<file path="src/rtl/smm_pkg.sv">
// Shared types and constants for the square matrix multiply block.
package smm_pkg;

    localparam int SIZE_DEF = 16;
    localparam int DATA_W   = 32;
    localparam int IDX_W    = 4;
    localparam int RANGE_W  = 8;

    typedef enum logic {
        MODE_LOAD    = 1'b0,
        MODE_COMPUTE = 1'b1
    } t_mode;

    typedef struct packed {
        t_mode                     mode;
        logic [IDX_W-1:0]          row;
        logic [IDX_W-1:0]          col;
        logic signed [DATA_W-1:0]  a_value;
        logic signed [DATA_W-1:0]  b_value;
    } t_in_item;

    typedef struct packed {
        logic [IDX_W-1:0]          out_row;
        logic [IDX_W-1:0]          out_col;
        logic signed [DATA_W-1:0]  product_value;
    } t_out_item;

    // Commands from the controller to the datapath.
    typedef struct packed {
        logic load_we;
        logic capture;
        logic issue;
        logic result_load;
    } t_dp_cmd;

    // Status from the datapath to the controller.
    typedef struct packed {
        logic in_compute;
        logic in_range;
        logic last_issue;
        logic pipe_busy;
        logic out_free;
    } t_dp_sts;

endpackage

</file>
<file path="src/rtl/smm_ctrl.sv">
// Controller state machine that sequences loads and dot product runs.
module smm_ctrl (
    input  logic            i_clk,
    input  logic            i_rst_n,
    input  logic            i_in_valid,
    output logic            o_in_stall,
    input  smm_pkg::t_dp_sts i_sts,
    output smm_pkg::t_dp_cmd o_cmd
);

    import smm_pkg::*;

    typedef enum logic [1:0] {
        S_IDLE,
        S_RUN,
        S_DRAIN,
        S_FINISH
    } t_state;

    t_state  r_state;
    t_state  n_state;
    t_dp_cmd n_cmd;

    always_comb begin
        n_state = r_state;
        n_cmd   = '0;
        unique case (r_state)
            S_IDLE: begin
                if (i_in_valid) begin
                    if (i_sts.in_compute) begin
                        n_cmd.capture = 1'b1;
                        // An out of range compute skips the run and returns zero.
                        n_state = i_sts.in_range ? S_RUN : S_FINISH;
                    end else begin
                        n_cmd.load_we = 1'b1;
                    end
                end
            end
            S_RUN: begin
                n_cmd.issue = 1'b1;
                if (i_sts.last_issue) begin
                    n_state = S_DRAIN;
                end
            end
            S_DRAIN: begin
                if (!i_sts.pipe_busy) begin
                    n_state = S_FINISH;
                end
            end
            S_FINISH: begin
                if (i_sts.out_free) begin
                    n_cmd.result_load = 1'b1;
                    n_state = S_IDLE;
                end
            end
            default: begin
                n_state = S_IDLE;
            end
        endcase
    end

    always_ff @(posedge i_clk) begin
        if (!i_rst_n) begin
            r_state <= S_IDLE;
        end else begin
            r_state <= n_state;
        end
    end

    assign o_in_stall = (r_state != S_IDLE);
    assign o_cmd      = n_cmd;

endmodule

</file>
<file path="config.mk">
export PLATFORM = sky130hd
export DESIGN_NAME = smm_ctrl
export DESIGN_NICKNAME = d
export VERILOG_FILES = /design/src/rtl/smm_pkg.sv /design/src/rtl/smm_ctrl.sv
export SDC_FILE = /design/constraint.sdc
export NUM_CORES = 1
export LEC_CHECK = 0
export ABC_AREA = 1
export BUFFER_PORTS_ARGS = -buffer_cell sky130_fd_sc_hd__buf_2
export CORE_AREA = 2 2 39 41
export DETAILED_ROUTE_END_ITERATION = 12
export DIE_AREA = 0 0 41 43
export PLACE_DENSITY = 0.41
export SYNTH_ARGS = -nofsm -noshare
export SYNTH_HDL_FRONTEND = slang
export SYNTH_SLANG_ARGS = --single-unit
</file>
<file path="constraint.sdc">
create_clock -name i_clk -period 2.8 [get_ports i_clk]
set_input_delay 0.42 -clock i_clk [delete_from_list [all_inputs] [get_ports i_clk]]
set_output_delay 0.42 -clock i_clk [all_outputs]
set_load 0.01 [all_outputs]
</file>
# Yosys cells after proc, flatten, opt, wreduce, memory -nomap -nowiden
# Cells that the tools add are included.
# Widths: inputs -> output; s select.
# word_totals
mem_bits_ro	0
inputBits	8
latchBits	0
ramBits	0
register_bits	2
memories	0
# op_classes
eq_ne	8
n_lt_le_gt_ge	0
n_reduce_logical	3
n_div	0
n_bitwise	0
mul	0
mux	14
n_shift	0
addsub	0
# op_table
cell	n
$mux 2	8
$ne 2x2->1 const B	5
$pmux 2 s4	1
$mux 1	5
$reduce_and 5->1	1
$eq 2x2->1 const B	2
$eq 2x1->1 const B	1
$logic_not 2->1	1
$reduce_bool 2->1	1

# Longest topological paths before layout
# Gate-level depths: netlist of the first run.
# depth
depth_word	4
ltp_mapped	9

# Worst setup path before layout of the first run
# Ideal clock, no wire load.
# synth_timing
kind	register -> output
start	register r_state[0]
end	output o_cmd[2] (netlist name)
path_buffers	0
path_slack_ns	1.359
stages_incl_launch_ff	5
arrival_ns	1.021
path_cell_list	dfxtp_1 > inv_1 > ha_1 > inv_1 > nor3_1
# synth_rtl
element	line	text
from (decl)	smm_ctrl.sv:20	t_state r_state;
from (signal assigned)	smm_ctrl.sv:66	r_state <= n_state;
to (decl)	smm_ctrl.sv:8	output smm_pkg::t_dp_cmd o_cmd

==> results of run 1 <==
## metrics by stage
stage                     setup WS, ns  power, W  hold WS (ns)  utilization (%)
final                             1.13  0.000330         0.446             27.0
after global routing             0.999  0.000378         0.463             27.0
after CTS                         1.10  0.000338         0.445             27.0
after detailed placement          1.34  0.000273         0.549             25.4
after global placement            1.35  0.000277         0.549             25.4
after floorplan                   1.36  0.000220         0.516                -
## logic make-up (layout without fill, tap and decap cells)
family	Yosys count	after routing	synth area share, %
buffers and inverters	13	28	18.0
adders and majority gates	5	5	23.0
DFF	2	2	14.7
and+or+nand+nor	25	25	44.2
## critical path: cells and delay by family (launching register included)
kind | cells | cell delay (ns)
flops | 1 | 0.33
buf+inv | 3 | 0.34
fa+ha+maj | 1 | 0.21
simple gates | 1 | 0.16
## per-layer routing
metal | wire (um) | GRT usage, % | up-vias
met4 | 0 | 2.00 | 0
li1 | - | - | 159
met3 | 45 | 0 | 0
met5 | 0 | 0 | -
met2 | 226 | 10.3 | 11
met1 | 243 | 7.99 | 104
## how the worst max path moves through the flow
stage	depth (start not counted)	slack, ns	end
finish	5	1.13	o_cmd[2]
global route	5	1.0	o_cmd[3]
CTS	5	1.10	o_cmd[2]
detailed placement	5	1.34	o_cmd[2]
global placement	5	1.35	o_cmd[2]
floorplan	4	1.36	o_cmd[2]
## power by group through the flow
stage | Clock (W) | Combinational [W] | Sequential [W]
global placement | 0 | 0.000222 | 0.0000547
CTS | 0.0000623 | 0.000221 | 0.0000549
detailed placement | 0 | 0.000218 | 0.0000550
global route | 0.0000655 | 0.000257 | 0.0000558
floorplan | 0 | 0.000169 | 0.0000514
finish | 0.0000597 | 0.000216 | 0.0000543
## cells in the final DEF, fill, tap and decap left out
master and instances:
buf_2 12, clkbuf_4 3, dfxtp_1 2, ha_1 5, inv_1 12, inv_2 1, nand2_1 11, nand2_2 2
nand3_1 2, nand3_2 1, nor2_1 3, nor2_2 4, nor3_1 2
## cell usage after synthesis (all sizes together)
master	instances
nor3	2
inv	13
dfxtp	2
nor2	7
nand3	3
ha	5
nand2	13
## final cells by class
| cell class | count | area share, % |
|---|---|---|
| sequential | 2 | 10.7 |
| timing repair buffer | 12 | 16.1 |
| tap | 16 | 5.35 |
| clock buffer | 3 | 6.02 |
| multi-input combinational | 30 | 48.8 |
| inverter | 13 | 13.0 |
==> results.py, run 1 <==
metrics = {
    "cts": {
        "clock_path_buffers": 2,
        "cts.repair.resized": 0,
        "htree_levels": 1,
        "insertion_delay_ns": 0.22,
        "cts_tree": "built",
        "clkTransAtPathRegs_ns": 0.03,
        "cts_setup_buffers": 0,
        "cts_hold_buffers": 0,
        "clkSinkCount": 2,
        "cts-root-buf": "clkbuf_4",
        "numCtsBuffers": 3,
    },
    "layout": {
        "top_regs": "r_state (2)",
        "multi_input_area_um2": 183,
        "drive_gt1_share_pct": 38.3,
        "max_flop_register": "r_state",
        "antenna_cells": 0,
        "design_area_um2": 374,
        "num-fill-cells": 163,
        "layout.cells.non_filler": 76,
        "largest_reg_flops": 2,
        "regArea_um2": 40.0,
        "area_growth_pct": 37.8,
        "fin_nets": 75,
    },
    "power_and_ir_drop": {
        "switching_share_pct": 46.5,
        "p_per_area_nw_per_um2": 882,
        "seq_power_share_pct": 16.4,
        "internal-power_w": 0.000177,
        "irDropWorstVdd_v": 0.000232,
        "p_sw_w": 0.000153,
        "clkPwrFrac_pct": 18.1,
        "combPwrFrac_pct": 65.5,
        "leakagePower_nw": 0.253,
    },
    "place": {
        "portBuffers": 12,
        "postPlaceCellArea_um2": 352,
        "place_congestion": 0.647,
        "dp_hpwl_um": 446,
        "place_inst": 73,
    },
    "sta": {
        "fin_crit_sh_pct": 59.6,
        "fin_tns_setup_ns": 0,
        "maxSlewHeadroom_pct": 90.5,
        "tightestPinTransition_ns": 0.143,
        "setup_viol": 0,
        "rsz0062_at_grt": "no",
        "final_max_slew_viol_count": 0,
        "finalHoldViolations": 0,
        "fmax_ghz": 0.599,
        "fin_skew_ns": 0.00287,
        "fin_crit_ns": 1.67,
    },
    "critical_path": {
        "r2r_cells": 8,
        "cp_slowest_cell": "dfxtp_1",
        "startpoint_type": "flop",
        "critPathCaptureType": "output port",
        "arrival_ns": 1.25,
        "crit_path_max_fanout": 4,
        "timing.critical_path.from": "r_state[0]$_SDFFE_PN0P_",
        "r2r_start": "r_state[0]$_SDFFE_PN0P_",
        "crit_top_cell": "inv_1",
        "r2r_end": "r_state[1]$_SDFFE_PN0P_",
        "path_class": "flop to output port",
        "r2r_setup_slack_ns": 1.54,
        "cp.required_ns": 2.38,
        "critPathMaxStageDelay_ns": 0.33,
        "worstPathCellList": "inv_1, ha_1, inv_1, nor3_1, buf_2",
    },
    "yosys": {
        "yosysWarnings": 0,
        "yosysSeqAreaShare_pct": 14.7,
        "ys_ff_latch": 2,
        "syn_area_um2": 272,
        "ys_types": 11,
        "synth_area_per_cell_um2": 6.03,
        "synth_top_area_share_pct": 23.0,
        "syn_inst": 45,
        "yosys-top-cells-area": "ha_1 23%, inv_1 17%, nand2_1 15%",
        "syn_nets": 58,
        "synth_top_area_cell": "ha_1",
    },
    "outcome": {
        "status": "finished clean",
    },
    "route": {
        "drcViolationCount": 0,
        "dr.pass1.iters": 4,
        "ant_nets": 0,
        "routed_wl_um": 516,
        "via_count": 274,
        "vias_per_cell": 3.61,
        "drt-initial-drc-count": 5,
        "drt-wirelength-per-cell_um": 6.79,
    },
    "floorplan": {
        "core_um2": 1380,
        "io_pins": 13,
        "initial_core_util_pct": 19.6,
        "die-area_um2": 1760,
        "die_y_um": 43,
        "fp.dieW_um": 41,
        "num_rows": 14,
    },
    "worst_hold_path": {
        "hold_depth": 3,
        "min_to": "r_state[0]$_SDFFE_PN0P_",
        "hold_start": "i_rst_n",
        "hp-class": "input pin to flop",
    },
    "grt": {
        "grt_max_degree": 5,
        "grt_pass1_wl_um": 786,
        "grt_use_total_pct": 6.11,
        "antenna_found_initial": 0,
        "grt_overflow": 0,
        "grt_pass1_vias": 237,
    },
    "run": {
        "drv_cap": 0,
    },
}
Power figures use the tool's default switching activity.
==> inputs of run 2 (changes only) <==
Settings changed: ABC_AREA 1 to 0, PLACE_DENSITY 0.41 to 0.37.
Clock period 2.8 ns to 1.5 ns, I/O delays scaled along.
==> run 2 against run 1 <==
First-iteration DRC count is 100% lower. Sequential cell count unchanged. Global-route usage up 0.39 points. Critical path type unchanged. Critical endpoint unchanged.
==> results.py, run 2 <==
metrics = {
    "route": {
        "dr.pass1.iters": 1,
        "drt-wirelength-per-cell_um": 8.05,
        "routed_wl_um": 467,
        "drcViolationCount": 0,
        "via_count": 222,
        "ant_nets": 0,
        "drt-initial-drc-count": 0,
        "vias_per_cell": 3.83,
    },
    "layout": {
        "design_area_um2": 333,
        "final_cell_mix": "12 x buf_2, 4 x nor2b_1, 4 x ha_1",
        "fin_nets": 57,
        "drive_gt1_share_pct": 50.0,
        "top_regs": "r_state (2)",
        "area_growth_pct": 54.7,
        "largest_reg_flops": 2,
        "max_flop_register": "r_state",
        "final_common_cell": "buf_2",
        "num-fill-cells": 161,
        "antenna_cells": 0,
    },
    "yosys": {
        "synth_top_area_cell": "ha_1",
        "yosysWarnings": 0,
        "synth_top_area_share_pct": 29.1,
        "synth_area_per_cell_um2": 8.28,
        "yosysMostFrequentCell": "ha_1",
        "synthFlopType": "dfxtp_1",
        "syn_nets": 39,
        "syn_area_um2": 215,
        "synth_edf_count": 0,
        "async_flop_share_pct": 0,
        "yosysSeqAreaShare_pct": 18.6,
        "ys_ff_latch": 2,
        "syn_inst": 26,
        "synth_commonest_cells": "5 x ha_1, 4 x nor2b_1, 3 x inv_1, 3 x nand2_1",
        "ys_types": 12,
        "yosys-top-cells-area": "ha_1 29%, dfxtp_1 19%, nor2b_1 12%",
    },
    "cts": {
        "cts_hold_buffers": 0,
        "htree_levels": 1,
        "clock_path_buffers": 2,
        "cts_setup_buffers": 0,
        "cts.repair.resized": 1,
        "clkSinkCount": 2,
        "numCtsBuffers": 3,
        "insertion_delay_ns": 0.22,
        "cts_tree": "built",
        "clkTransAtPathRegs_ns": 0.03,
        "cts-root-buf": "clkbuf_4",
    },
    "critical_path": {
        "arrival_ns": 1.17,
        "path_class": "flop to output port",
        "critPathCaptureType": "output port",
        "crit_path_max_fanout": 4,
        "startpoint_type": "flop",
        "cp.required_ns": 1.27,
    },
    "grt": {
        "grt_max_degree": 5,
        "grt_overflow": 0,
        "grt_pass1_vias": 184,
        "antenna_found_initial": 0,
        "grt_pass1_wl_um": 745,
        "grt_use_total_pct": 6.51,
    },
    "power_and_ir_drop": {
        "leakagePower_nw": 0.184,
        "p_per_area_nw_per_um2": 1820,
        "power_w": 0.000605,
        "irDropWorstVdd_v": 0.000687,
    },
    "sta": {
        "fin_skew_ns": 0.00411,
        "fin_crit_ns": 1.40,
        "setup_viol": 0,
        "rsz0062_at_grt": "no",
        "final_max_slew_viol_count": 0,
        "fmax_ghz": 0.715,
        "finalHoldViolations": 0,
        "whs_ns": 0.289,
        "fin_tns_setup_ns": 0,
        "fin_crit_sh_pct": 93.2,
        "tightestPinTransition_ns": 0.185,
        "maxSlewHeadroom_pct": 87.5,
    },
    "outcome": {
        "status": "finished clean",
    },
    "floorplan": {
        "core_um2": 1380,
        "io_pins": 13,
        "fp.dieW_um": 41,
        "num_rows": 14,
        "die-area_um2": 1760,
        "initial_core_util_pct": 15.6,
        "die_y_um": 43,
    },
    "place": {
        "postPlaceCellArea_um2": 303,
        "portBuffers": 12,
        "place_congestion": 0.634,
        "dp_hpwl_um": 375,
    },
    "worst_hold_path": {
        "hp-class": "input pin to flop",
    },
    "run": {
        "drv_cap": 0,
    },
}
run 2: cell count changes after synthesis, sizes merged:
cell	change
and3	+1
nor3	-2
a2111o	+1
mux2i	+2
nor2	-6
inv	-10
nand3	-3
and2	+1
o21ai	+2
nor2b	+4
nand2	-10
a21boi	+1
run 2: worst paths after layout:
| check | start | to | slack, ns | cells past startpoint |
|---|---|---|---|---|
| worst max-delay path | r_state[0]$_SDFFE_PN0P_ | o_cmd[2] | 0.10 | 5 |
| worst min-delay path | i_rst_n | r_state[0]$_SDFFE_PN0P_ | 0.29 | 3 |
| worst max register to register | r_state[1]$_SDFFE_PN0P_ | r_state[0]$_SDFFE_PN0P_ | 0.11 | 5 |
| worst min register to register | r_state[1]$_SDFFE_PN0P_ | r_state[1]$_SDFFE_PN0P_ | 0.50 | 2 |
run 2: layout make-up:
| class | instances | area, um^2 | area share (%) |
|---|---|---|---|
| Clock buffer | 3 | 22.5 | 6.77 |
| Inverter | 3 | 11.3 | 3.38 |
| Tap cell | 16 | 20.0 | 6.02 |
| Sequential cell | 2 | 45.0 | 13.5 |
| Multi-Input combinational cell | 21 | 166 | 50.0 |
| Timing Repair Buffer | 13 | 67.6 | 20.3 |
run 2: cells by family after synthesis:
kind of cell	after synthesis	share of synthesized area, %
AO/OA/AOI/OAI	4	13.4
adder cells (fa/ha/maj)	5	29.1
buffers and inverters	3	5.23
flip-flops	2	18.6
multiplexers	2	9.30
AND/OR/NAND/NOR	10	24.4
run 2: power by group:
group	leakage [nW]	switching, W	internal [W]
sequential	0.0175	0.0000299	0.0000918
clock	0.0138	0.0000265	0.0000879
combinational	0.153	0.000176	0.000193
run 2: per-layer routing:
layer / wire length (um) / track usage [%]
met2: 193 / 7.50
met5: 0 / 0
met1: 234 / 9.24
met3: 40 / 3.14
met4: 0 / 4.00
run 2: per-stage QoR:
step                      setup WS, ns  util, %  instances
after floorplan                 0.0681        -         26
after global placement          0.0494     21.9         55
after detailed placement        0.0421     21.9         55
after CTS                      0.00352     23.6         58
after global routing            0.0158     24.1         58
final                            0.102     24.1         58
run 2: critical path, stage by stage (launching register included):
cell and delay, ns:
dfxtp_4 0.35, inv_2 0.05, ha_2 0.17, buf_4 0.13
and3_1 0.13, buf_2 0.13
==> inputs of run 3 (changes only) <==
Settings changed: CELL_PAD_IN_SITES_DETAIL_PLACEMENT set to 1, CELL_PAD_IN_SITES_GLOBAL_PLACEMENT set to 1, HOLD_SLACK_MARGIN set to 0.05, PLACE_DENSITY 0.37 to 0.5, REMOVE_ABC_BUFFERS set to 1.
==> run 3 against run 2 <==
Final cell count grew 1.7%. First-iteration DRC count is the same. Clock-buffer cell count is the same. Via count is the same. Clock skew shrank 0.0028 ns. Non-clock buffer count grew 1. Register-to-register slack is essentially flat. Fmax shrank 3.4%. Sequential share of layout area shrank 0.52 points. Hold slack lost 0.0086 ns. Sequential power shrank 7%. Critical path type unchanged. Largest cell class unchanged. Highest routed layer is now met4.
==> results.py, run 3 (same netlist as run 2, synthesis figures left out) <==
metrics = {
    "layout": {
        "top_regs": "r_state (2)",
        "drive_gt1_share_pct": 46.5,
        "layout.cells.non_filler": 59,
        "final_common_cell": "buf_2",
        "antenna_cells": 0,
        "num-fill-cells": 178,
        "max_flop_register": "r_state",
        "area_growth_pct": 56.4,
        "largest_reg_flops": 2,
        "final_cell_mix": "12 x buf_2, 5 x ha_1, 4 x nor2b_1",
        "fin_nets": 58,
    },
    "sta": {
        "layout_setup_ws_ns": 0.0522,
        "fin_tns_setup_ns": 0,
        "fmax_ghz": 0.691,
        "rsz0062_at_grt": "no",
        "maxSlewHeadroom_pct": 89.7,
        "whs_ns": 0.281,
        "finalHoldViolations": 0,
        "fin_crit_ns": 1.45,
        "fin_skew_ns": 0.00133,
        "tightestPinTransition_ns": 0.154,
        "fin_crit_sh_pct": 96.5,
        "setup_viol": 0,
        "final_max_slew_viol_count": 0,
    },
    "critical_path": {
        "timing.critical_path.from": "r_state[0]$_SDFFE_PN0P_",
        "critPathCaptureType": "output port",
        "path_class": "flop to output port",
        "r2r_start": "r_state[1]$_SDFFE_PN0P_",
        "critPathTopFamily": "flip-flops",
        "cp_slowest_cell": "dfxtp_4",
        "arrival_ns": 1.22,
        "critPathMaxStageDelay_ns": 0.35,
        "startpoint_type": "flop",
        "cp.required_ns": 1.27,
        "worstPathCellList": "inv_2, ha_1, buf_4, and3_1, buf_2",
        "cp_num_buf_inv": 3,
        "crit_path_max_fanout": 4,
    },
    "power_and_ir_drop": {
        "leakagePower_nw": 0.190,
        "p_per_area_nw_per_um2": 1850,
        "irDropWorstVdd_v": 0.000378,
    },
    "floorplan": {
        "num_rows": 14,
        "initial_core_util_pct": 15.6,
        "die_y_um": 43,
        "io_pins": 13,
        "fp.dieW_um": 41,
        "die-area_um2": 1760,
        "core_um2": 1380,
    },
    "cts": {
        "clock_path_buffers": 2,
        "clkSinkCount": 2,
        "cts_setup_buffers": 0,
        "cts_tree": "built",
        "numCtsBuffers": 3,
        "cts_hold_buffers": 0,
        "htree_levels": 1,
        "clkTransAtPathRegs_ns": 0.03,
        "cts-root-buf": "clkbuf_4",
        "insertion_delay_ns": 0.23,
    },
    "route": {
        "drt-initial-drc-count": 0,
        "via_count": 222,
        "ant_nets": 0,
        "vias_per_cell": 3.76,
        "drt-wirelength-per-cell_um": 8.78,
        "drcViolationCount": 0,
        "routed_wl_um": 518,
        "dr.pass1.iters": 1,
    },
    "grt": {
        "antenna_found_initial": 0,
        "grt_max_degree": 5,
        "grt_pass1_wl_um": 765,
        "grt_overflow": 0,
        "grt_pass1_vias": 215,
        "grt_use_total_pct": 7.80,
    },
    "place": {
        "dp_hpwl_um": 409,
        "place_ws_ns": 0.0967,
        "place_inst": 56,
        "portBuffers": 12,
        "place_congestion": 0.624,
    },
    "worst_hold_path": {
        "hp-class": "input pin to flop",
        "hold_start": "i_rst_n",
    },
    "outcome": {
        "status": "finished clean",
    },
    "run": {
        "drv_cap": 0,
    },
}
## run 3: cell types whose count changed in the layout (fill, tap and decap cells not counted), sizes merged
cell,change
buf,+1
## run 3: timing repair
action                                 4_1_cts  5_1_grt
gates resized for setup                      1        3
endpoints found under the hold margin        0        0
setup endpoints to repair                    1        2
## run 3: worst reg2reg max path: cells and delay by family, from the launching register on
family | cells | cell delay (ns)
AND/OR/NAND/NOR | 1 | 0.13
adder cells (fa/ha/maj) | 1 | 0.17
flip-flops | 1 | 0.31
multiplexers | 1 | 0.13
buffers and inverters | 1 | 0.14
AO/OA/AOI/OAI | 1 | 0.38
## run 3: final timing paths
path | to | slack [ns] | cells after the start
worst max-delay path | o_cmd[2] | 0.05 | 5
worst min-delay path | r_state[0]$_SDFFE_PN0P_ | 0.28 | 3
worst max register to register | r_state[0]$_SDFFE_PN0P_ | 0.12 | 5
worst min register to register | r_state[0]$_SDFFE_PN0P_ | 0.50 | 2
## run 3: metal layers
layer / share of wire, % / vias up / GRT usage [%]
met1: 47 / 87 / 6.98
met4: 8.7 / 0 / 14.0
li1: - / 120 / -
met2: 36 / 11 / 9.06
met3: 7.9 / 4 / 3.14
met5: 0 / - / 0
## run 3: where the power goes
group / internal [W] / total, W / switching [W]
combinational: 0.000204 / 0.000387 / 0.000183
clock: 0.0000883 / 0.000120 / 0.0000319
sequential: 0.0000892 / 0.000114 / 0.0000244
## run 3: area by class of cell
type | count | area (um^2) | share of cell area (%)
Timing Repair Buffer | 14 | 75.1 | 22.3
Multi-Input combinational cell | 21 | 164 | 48.7
Sequential cell | 2 | 43.8 | 13.0
Inverter | 3 | 11.3 | 3.35
Clock buffer | 3 | 22.5 | 6.69
Tap cell | 16 | 20.0 | 5.95
## run 3: stage by stage
step | utilization, % | power, W | cell area, um^2
after floorplan | - | 0.000351 | 215
after global placement | 22.4 | 0.000500 | 310
after detailed placement | 22.4 | 0.000494 | 310
after CTS | 24.1 | 0.000626 | 334
after global routing | 24.3 | 0.000691 | 337
final | 24.3 | 0.000621 | 337
